--- src/sv/fsc_pkg.sv ---
package fsc_pkg;

   localparam int NumPlanesDef = 6;
   localparam int CoordW = 32;
   localparam int TolW = 16;
   localparam int ProdW = 2 * CoordW;
   localparam int AccW = ProdW + 2;
   localparam int OffW = CoordW + 2;
   localparam int ReqDataW = 232;
   localparam int ReqUserW = 3;
   localparam int RspDataW = 8;

   localparam logic [2:0] MODE_LOAD = 3'd0;
   localparam logic [2:0] MODE_POINT = 3'd1;
   localparam logic [2:0] MODE_SPHERE = 3'd2;
   localparam logic [2:0] MODE_OVERLAP = 3'd3;
   localparam logic [2:0] MODE_CONTAIN = 3'd4;

   localparam logic [1:0] STEP_X = 2'd0;
   localparam logic [1:0] STEP_Y = 2'd1;
   localparam logic [1:0] STEP_Z = 2'd2;
   localparam logic [1:0] STEP_CHECK = 2'd3;

   typedef enum logic [1:0] {
      ST_IDLE,
      ST_RUN,
      ST_DONE
   } state_type;

   typedef struct packed {
      logic signed [CoordW-1:0] nx;
      logic signed [CoordW-1:0] ny;
      logic signed [CoordW-1:0] nz;
      logic signed [CoordW-1:0] d;
   } plane_type;

   typedef struct packed {
      logic init;
      logic accum;
   } mac_ctrl_type;

endpackage

--- src/sv/fsc_plane_store.sv ---
module fsc_plane_store #(
   parameter int NUM_PLANES = fsc_pkg::NumPlanesDef
) (
   input  logic                clock,
   input  logic                reset,
   input  logic                wr_en,
   input  logic [((NUM_PLANES > 1) ? $clog2(NUM_PLANES) : 1)-1:0] wr_slot,
   input  fsc_pkg::plane_type  wr_plane,
   input  logic [((NUM_PLANES > 1) ? $clog2(NUM_PLANES) : 1)-1:0] rd_slot,
   output fsc_pkg::plane_type  rd_plane
);

   fsc_pkg::plane_type table_ff [NUM_PLANES];

   always_ff @(posedge clock) begin
      if (reset) begin
         for (int i = 0; i < NUM_PLANES; i++) begin
            table_ff[i] <= '0;
         end
      end else if (wr_en) begin
         table_ff[wr_slot] <= wr_plane;
      end
   end

   assign rd_plane = table_ff[rd_slot];

endmodule

--- src/sv/fsc_mac.sv ---
module fsc_mac (
   input  logic                               clock,
   input  fsc_pkg::mac_ctrl_type              ctrl,
   input  logic signed [fsc_pkg::CoordW-1:0]  op_a,
   input  logic signed [fsc_pkg::CoordW-1:0]  op_b,
   input  logic signed [fsc_pkg::AccW-1:0]    init_val,
   output logic                               sum_neg
);

   logic signed [fsc_pkg::ProdW-1:0] prod_ff;
   logic signed [fsc_pkg::ProdW-1:0] prod_in;
   logic signed [fsc_pkg::AccW-1:0]  acc_ff;
   logic signed [fsc_pkg::AccW-1:0]  acc_in;
   logic signed [fsc_pkg::AccW-1:0]  sum;

   always_comb begin
      prod_in = op_a * op_b;
      sum = acc_ff + {{2{prod_ff[fsc_pkg::ProdW-1]}}, prod_ff};
      if (ctrl.init) begin
         acc_in = init_val;
      end else if (ctrl.accum) begin
         acc_in = sum;
      end else begin
         acc_in = acc_ff;
      end
   end

   always_ff @(posedge clock) begin
      prod_ff <= prod_in;
      acc_ff <= acc_in;
   end

   assign sum_neg = sum[fsc_pkg::AccW-1];

endmodule

--- src/sv/frustum_cull_tester_core.sv ---
// Load requests are accepted while idle and return nothing.
// A test request runs on the one shared multiply-accumulate unit (four steps per
// plane), then posts the verdict; no new request is accepted until the verdict is
// posted, and a response that is not yet taken holds the core in ST_DONE.
// Synchronous reset clears the plane table, the tolerance and the FSM control state.
module frustum_cull_tester_core #(
   parameter int NUM_PLANES = fsc_pkg::NumPlanesDef
) (
   input  logic                          clock,
   input  logic                          reset,
   input  logic                          req_tvalid,
   output logic                          req_tready,
   // plane_slot[2:0], first_x, first_y, first_z, second_x, second_y, second_z,
   // scalar (32 bits each from bit 3), zero pad [231:227]
   input  logic [fsc_pkg::ReqDataW-1:0]  req_tdata,
   // mode[2:0]
   input  logic [fsc_pkg::ReqUserW-1:0]  req_tuser,
   output logic                          rsp_tvalid,
   input  logic                          rsp_tready,
   // visible[0], zero pad [7:1]
   output logic [fsc_pkg::RspDataW-1:0]  rsp_tdata,
   input  logic                          csr_valid,
   output logic                          csr_ready,
   input  logic [fsc_pkg::TolW-1:0]      csr_data
);

   localparam int PlaneW = (NUM_PLANES > 1) ? $clog2(NUM_PLANES) : 1;
   localparam int CW = fsc_pkg::CoordW;

   fsc_pkg::state_type state_ff, state_in;
   logic [PlaneW-1:0] plane_ff, plane_in;
   logic [1:0] step_ff, step_in;
   logic pass_ff, pass_in;
   logic rsp_valid_ff, rsp_valid_in;
   logic rsp_vis_ff, rsp_vis_in;
   logic [fsc_pkg::TolW-1:0] tol_ff, tol_in;
   logic [2:0] mode_ff, mode_in;
   logic signed [CW-1:0] fx_ff, fy_ff, fz_ff, sx_ff, sy_ff, sz_ff, sc_ff;
   logic signed [CW-1:0] fx_in, fy_in, fz_in, sx_in, sy_in, sz_in, sc_in;

   logic [2:0] req_mode, req_slot;
   logic signed [CW-1:0] r_fx, r_fy, r_fz, r_sx, r_sy, r_sz, r_sc;
   logic req_fire;

   fsc_pkg::plane_type wr_plane, rd_plane;
   logic wr_en;
   fsc_pkg::mac_ctrl_type mac_ctrl;
   logic signed [CW-1:0] op_a, op_b, vert_f, vert_s;
   logic use_second;
   logic signed [fsc_pkg::OffW-1:0] off_sum;
   logic signed [fsc_pkg::AccW-1:0] init_val;
   logic sum_neg;

   assign req_mode = req_tuser[2:0];
   assign req_slot = req_tdata[2:0];
   assign r_fx = req_tdata[3 +: CW];
   assign r_fy = req_tdata[3 + CW +: CW];
   assign r_fz = req_tdata[3 + 2 * CW +: CW];
   assign r_sx = req_tdata[3 + 3 * CW +: CW];
   assign r_sy = req_tdata[3 + 4 * CW +: CW];
   assign r_sz = req_tdata[3 + 5 * CW +: CW];
   assign r_sc = req_tdata[3 + 6 * CW +: CW];

   assign req_tready = !reset && (state_ff == fsc_pkg::ST_IDLE);
   assign req_fire = req_tvalid && req_tready;
   assign csr_ready = !reset;
   assign rsp_tvalid = rsp_valid_ff;
   assign rsp_tdata = {{(fsc_pkg::RspDataW - 1){1'b0}}, rsp_vis_ff};

   assign wr_en = req_fire && (req_mode == fsc_pkg::MODE_LOAD)
                  && (32'(req_slot) < NUM_PLANES);
   assign wr_plane = '{nx: r_fx, ny: r_fy, nz: r_fz, d: r_sc};

   fsc_plane_store #(
      .NUM_PLANES(NUM_PLANES)
   ) u_store (
      .clock    (clock),
      .reset    (reset),
      .wr_en    (wr_en),
      .wr_slot  (req_slot[PlaneW-1:0]),
      .wr_plane (wr_plane),
      .rd_slot  (plane_ff),
      .rd_plane (rd_plane)
   );

   always_comb begin
      case (step_ff)
         fsc_pkg::STEP_Y: begin
            op_a = rd_plane.ny;
            vert_f = fy_ff;
            vert_s = sy_ff;
         end
         fsc_pkg::STEP_Z: begin
            op_a = rd_plane.nz;
            vert_f = fz_ff;
            vert_s = sz_ff;
         end
         default: begin
            op_a = rd_plane.nx;
            vert_f = fx_ff;
            vert_s = sx_ff;
         end
      endcase
      use_second = ((mode_ff == fsc_pkg::MODE_OVERLAP) && !op_a[CW-1])
                   || ((mode_ff == fsc_pkg::MODE_CONTAIN) && op_a[CW-1]);
      op_b = use_second ? vert_s : vert_f;
      off_sum = {{2{rd_plane.d[CW-1]}}, rd_plane.d}
                + ((mode_ff == fsc_pkg::MODE_SPHERE) ? {{2{sc_ff[CW-1]}}, sc_ff}
                                                     : {fsc_pkg::OffW{1'b0}})
                + {{(fsc_pkg::OffW - fsc_pkg::TolW){1'b0}}, tol_ff};
      init_val = {{16{off_sum[fsc_pkg::OffW-1]}}, off_sum, 16'd0};
   end

   fsc_mac u_mac (
      .clock    (clock),
      .ctrl     (mac_ctrl),
      .op_a     (op_a),
      .op_b     (op_b),
      .init_val (init_val),
      .sum_neg  (sum_neg)
   );

   always_comb begin
      state_in = state_ff;
      plane_in = plane_ff;
      step_in = step_ff;
      pass_in = pass_ff;
      rsp_valid_in = rsp_valid_ff && !rsp_tready;
      rsp_vis_in = rsp_vis_ff;
      tol_in = csr_valid ? csr_data : tol_ff;
      mode_in = mode_ff;
      fx_in = fx_ff;
      fy_in = fy_ff;
      fz_in = fz_ff;
      sx_in = sx_ff;
      sy_in = sy_ff;
      sz_in = sz_ff;
      sc_in = sc_ff;
      mac_ctrl.init = (state_ff == fsc_pkg::ST_RUN) && (step_ff == fsc_pkg::STEP_X);
      mac_ctrl.accum = (state_ff == fsc_pkg::ST_RUN) && (step_ff != fsc_pkg::STEP_X);
      case (state_ff)
         fsc_pkg::ST_IDLE: begin
            if (req_fire && (req_mode >= fsc_pkg::MODE_POINT)
                && (req_mode <= fsc_pkg::MODE_CONTAIN)) begin
               state_in = fsc_pkg::ST_RUN;
               plane_in = '0;
               step_in = fsc_pkg::STEP_X;
               pass_in = 1'b1;
               mode_in = req_mode;
               fx_in = r_fx;
               fy_in = r_fy;
               fz_in = r_fz;
               sx_in = r_sx;
               sy_in = r_sy;
               sz_in = r_sz;
               sc_in = r_sc;
            end
         end
         fsc_pkg::ST_RUN: begin
            step_in = step_ff + 2'd1;
            if (step_ff == fsc_pkg::STEP_CHECK) begin
               pass_in = pass_ff && !sum_neg;
               if (plane_ff == PlaneW'(NUM_PLANES - 1)) begin
                  state_in = fsc_pkg::ST_DONE;
               end else begin
                  plane_in = plane_ff + PlaneW'(1);
               end
            end
         end
         fsc_pkg::ST_DONE: begin
            if (!rsp_valid_ff || rsp_tready) begin
               rsp_valid_in = 1'b1;
               rsp_vis_in = pass_ff;
               state_in = fsc_pkg::ST_IDLE;
            end
         end
         default: begin
            state_in = fsc_pkg::ST_IDLE;
         end
      endcase
   end

   always_ff @(posedge clock) begin
      if (reset) begin
         state_ff <= fsc_pkg::ST_IDLE;
         plane_ff <= '0;
         step_ff <= fsc_pkg::STEP_X;
         pass_ff <= 1'b1;
         rsp_valid_ff <= 1'b0;
         tol_ff <= '0;
      end else begin
         state_ff <= state_in;
         plane_ff <= plane_in;
         step_ff <= step_in;
         pass_ff <= pass_in;
         rsp_valid_ff <= rsp_valid_in;
         tol_ff <= tol_in;
      end
   end

   always_ff @(posedge clock) begin
      rsp_vis_ff <= rsp_vis_in;
      mode_ff <= mode_in;
      fx_ff <= fx_in;
      fy_ff <= fy_in;
      fz_ff <= fz_in;
      sx_ff <= sx_in;
      sy_ff <= sy_in;
      sz_ff <= sz_in;
      sc_ff <= sc_in;
   end

endmodule

--- config.mk ---
export PLATFORM = sky130hd
export DESIGN_NAME = frustum_cull_tester_core
export DESIGN_NICKNAME = d
export VERILOG_FILES = /design/src/sv/fsc_pkg.sv /design/src/sv/fsc_plane_store.sv /design/src/sv/fsc_mac.sv /design/src/sv/frustum_cull_tester_core.sv
export SDC_FILE = /design/constraint.sdc
export NUM_CORES = 2
export LEC_CHECK = 0
export BUFFER_PORTS_ARGS = -buffer_cell sky130_fd_sc_hd__buf_2
export CORE_ASPECT_RATIO = 0.9
export CORE_UTILIZATION = 55
export DETAILED_ROUTE_END_ITERATION = 8
export GPL_TIMING_DRIVEN = 1
export PLACE_DENSITY = 0.71
export SLEW_MARGIN = 20
export SYNTH_ARGS = -nofsm -noshare
export SYNTH_HDL_FRONTEND = slang
export SYNTH_SLANG_ARGS = --single-unit
--- constraint.sdc ---
create_clock -name clock -period 16.2 [get_ports clock]
set_input_delay 1.62 -clock clock [delete_from_list [all_inputs] [get_ports clock]]
set_output_delay 1.62 -clock clock [all_outputs]
set_load 0.05 [all_outputs]
## Word-level counts from Yosys, hierarchy flattened

Memories as Yosys holds them, arrays and structs flattened. A register that Yosys moved wholly into a read port is not among the register bits.
Cells that the tools add are included.

- Memories kept: 1
- Output and inout port bits: 11
- Memory bits (writable): 768
- Register bits: 383
- Input bits: 256
- Word-level logic and storage cells: 107

Memories:

| name | words | bits a word | read ports | clocked after memory_dff | write ports | line | text |
|---|---|---|---|---|---|---|---|
| u_store.table_ff | 6 | 128 | 1 | 1 | 6 | fsc_plane_store.sv:13 | `fsc_pkg::plane_type table_ff [NUM_PLANES];` |

- $add $sub $neg: 5
- Reductions and logical operators: 32
- Magnitude comparators: 3
- Equality and inequality tests: 14
- Mux-type cells: 33
- Multipliers: 1

Operators with widths:

| cell | number |
|---|---|
| one-hot mux 32 bit (2 select lines) | 3 |
| two-way mux 66 bit | 2 |
| two-way mux 128 bit | 1 |
| OR reduction 128 bit | 1 |
| adder 66 bit | 1 |
| multiplier 32 x 32 -> 64 bit | 1 |
| adder 34 x 16 -> 34 bit | 1 |
| adder 34 bit | 1 |
| two-way mux 34 bit | 1 |
| two-way mux 32 bit | 1 |
| two-way mux 3 bit | 6 |
| logical AND 1 bit | 12 |
| two-way mux 1 bit | 10 |
| two-way mux 2 bit | 5 |
| AND reduction 4 bit | 2 |
| == test 2 bit (second input constant) | 3 |
| == test 3 x 2 -> 1 bit (second input constant) | 2 |
| == test 3 bit (second input constant) | 2 |
| != test 2 x 1 -> 1 bit (second input constant) | 3 |
| one-hot mux 2 bit (3 select lines) | 1 |
| one-hot mux 3 bit (2 select lines) | 1 |
| AND reduction 2 bit | 3 |
| nonzero test 2 bit | 3 |
| zero test 1 bit | 5 |
| other kinds (13) | 17 |

## Depth between registers and ports, before layout

- Word-level depth: 10
- Gate-level depth with buffers: 40
- Depth with buffers taken out: 35

## Modules after synthesis

A second synthesis with hierarchy kept.

- Cells, all modules: 8263
- Area, all modules: 101023.1 µm²

Modules (own cells, without submodules):

| module | seq. area each (µm²) | cells each | area each (µm²) | instances |
|---|---|---|---|---|
| fsc_plane_store | 30749.5 | 2582 | 44800.5 | 1 |
| fsc_mac | 3263.1 | 4693 | 43799.5 | 1 |
| frustum_cull_tester_core | 7347.0 | 988 | 12423.2 | 1 |

## Worst setup path after synthesis

OpenSTA, ideal clock, no wires.

- Path kind: input to register
- Start: input reset
- End: memory u_store.table_ff[4][0] in the netlist's numbering, enable pin
- Buffers on the path: 1
- Arrival: 12.744 ns
- Slack: 2.652 ns
- Setup time: 0.804 ns
- Required time: 15.396 ns
- Stages: 4
- Path through: clkbuf_1 nor3_1 nand3_1 o31ai_1

RTL lines:

| item | line | text |
|---|---|---|
| start: declaration | frustum_cull_tester_core.sv:10 | `input logic reset,` |
| end: declaration | fsc_plane_store.sv:13 |  |

==> metrics <==
status=complete, no violations; Tot GR Track Use=30.2%; fmax=74.3 MHz; DP HPWL=183 mm; Worst Skew=0.0692 ns; Core Region=0.176 mm^2; area leader, netlist=edfxtp_1; CTS buffer count=147; detailed-route wire length per cell=24.1 um; Worst Path Arrival=14.16 ns; post-synthesis simple-gate area fraction=9.78%; setup TNS=0 ns; CTS clk-pin slew, worst paths=0.06 ns; Routed met1 length=99.9 mm; mux contribution to synthesized area=7.83%; met3 wire len=26.5 mm; setup bufs post-CTS=0; post-synth cell types=78; startpoint types=flop; clk buf depth=3; Routed Antenna Nets=0; first-pass GRT wire length=402 mm; wirelength, routed=265 mm; Top Layer Used=met5; P&R area growth vs syn=9.85%; CTS sink cnt=1410; top cells by area, synth=edfxtp_1 40%, fa_1 23%, mux4_2 6.1%; Hold Crit Class=reg2reg; Required @ worst endpoint=16.91 ns; clock latency on the worst-skew pair=0.84 ns; mapped cell area=0.0973 mm^2; Worst-Margin Slew=1.13 ns; largest net degree at the start of global routing=114; Async S/R FF share, synth=0%; Crit path largest cell delay=0.91 ns; routed wl met2=126 mm; post-cts sizing count=0; commonest cells after routing, fill and taps aside=1302 x edfxtp_1, 1266 x nor2_1, 1153 x inv_1, 1100 x fa_1, 693 x nand2_1; Root Buffer=clkbuf_16; Post-synth EDFFs=1302; critical path type=reg2reg; Starting Density=55.4%; final hold violation count=0; CP endpoint kind=flop; Mapped Cells=8122; Compound-Gate Fraction of Synth Area=5.55%; post-synth top area share=40.2%; die width=445 um; Crit path top cell by count=fa_1; CTS hold repair buffers=0; Detailed Routing Iterations Pass 1=6; # rows=146; htree depth=4; Seq cells post-synth=1410; Post-Synth Adder-Cell Area=26.5%; CTS tree=yes; CP max stage cell=fa_1; vias in the first global route=67500; Max-Cap Viols=0; yosys warns=0; I/O pin cnt=267; sequential cell area fraction in the yosys report=42.4%; routed vias=64400; top_reg_cell synth=edfxtp_1; period utilisation layout=83.0%; GPL Wtd Cong=0.937; Max Slew Vio Count=0; worst-path fanout max=42; unrepaired setup endpoints after global routing=false; most common cell after layout, fill and taps aside=edfxtp_1; setup violators final=0; Post-Syn Area per Cell=12.0 um^2; Final min period=13.45 ns; vias per inst=5.87; die height=401 um; DRC viols=0; initial antenna violation count=15; total gr overflow=0; Die Area=0.179 mm^2; layout cells sized above 1=12.4%; relative slew slack=24.7%; largest family of logic cells by synthesized area=adder cells; Port Buffers=254; xor and xnor fraction of the mapped netlist area=1.40%; DR iter-0 viols=6245; layout net count=10100
==> metal layers <==
metal / up-vias / GRT usage, %
met5: - / 0
met3: 708 / 6.22
met2: 3302 / 48.6
met4: 14 / 13.0
li1: 27400 / -
met1: 33000 / 40.1
==> state kept, by name (all words and copies together) (netlist names), 16 cells and up, named ones only <==
name / count
u_mac.prod_ff: 64
fz_ff: 32
sx_ff: 32
fy_ff: 32
sc_ff: 32
sz_ff: 32
u_mac.acc_ff: 66
fx_ff: 32
tol_ff: 16
sy_ff: 32
u_store.table_ff: 1024
==> worst max-delay path, delay by kind of cell, from the launching register on <==
family	cells	cell delay [ns]
AOI/OAI and AO/OA	10	2.27
and+or+nand+nor	3	0.77
xor gates and xnor gates	1	0.16
buffers and inverters	8	2.13
muxes	4	2.20
adders and majority gates	9	4.84
DFF	1	0.87
==> stage by stage <==
| step | hold WS [ns] | utilization [%] | setup slack (ns) | area [um^2] | instances |
|---|---|---|---|---|---|
| final | 0.441 | 60.8 | 2.75 | 107000 | 11000 |
| after global routing | 0.482 | 60.8 | 2.11 | 107000 | 11000 |
| after CTS | 0.442 | 60.8 | 2.86 | 107000 | 11000 |
| after detailed placement | 0.434 | 58.0 | 2.90 | 102000 | 10700 |
| after global placement | 0.429 | 58.0 | 3.01 | 102000 | 10700 |
| after floorplan | 0.409 | - | 2.65 | 98300 | 8384 |
==> layout make-up <==
type,instances,area [um^2]
antenna,6,15.0
clock buffer,192,3980
clock inverter,74,860
fill,13800,68900
inverter,1162,4370
multi-input combinational,5361,51000
sequential,1410,41300
tap,2368,2960
timing repair buffer,397,2390
==> synth_stat cells, drive strengths merged (27+ instances only) <==
cell    instances
nand2b         55
nand2         697
a21oi         230
nand4          43
clkbuf        306
mux4          265
edfxtp       1302
nor2         1277
ha            303
mux2           99
a21o          131
buf           145
o21ai         122
or2            29
fa           1100
and2           60
a22oi          53
dfxtp         108
a211oi         45
nor2b          52
mux2i          52
xor2           58
inv          1154
xnor2          98
a221oi         27
==> kinds of logic (layout without fill, tap and decap cells) <==
| kind of cell | Yosys count | in the layout |
|---|---|---|
| and+or+nand+nor | 2307 | 2307 |
| buffers and inverters | 1613 | 1825 |
| DFF | 1410 | 1410 |
| adders and majority gates | 1403 | 1403 |
| AOI/OAI and AO/OA | 816 | 816 |
| muxes | 416 | 416 |
| xor gates and xnor gates | 156 | 156 |
| other | 1 | 269 |
==> final timing paths <==
check                          startpoint                      endpoint  slack, ns  depth (start not counted)
min          u_mac.acc_ff[0]$_SDFFE_PP0P_  u_mac.acc_ff[0]$_SDFFE_PP0P_       0.44                          2
min reg2reg  u_mac.acc_ff[0]$_SDFFE_PP0P_  u_mac.acc_ff[0]$_SDFFE_PP0P_       0.44                          2
max                                  flop     u_mac.prod_ff[62]$_DFF_P_       2.75                         35
max reg2reg                          flop     u_mac.prod_ff[62]$_DFF_P_       2.75                         35
Power is not shown: default switching activity piles up to over one toggle a cycle in this logic, so the estimate is an artifact.
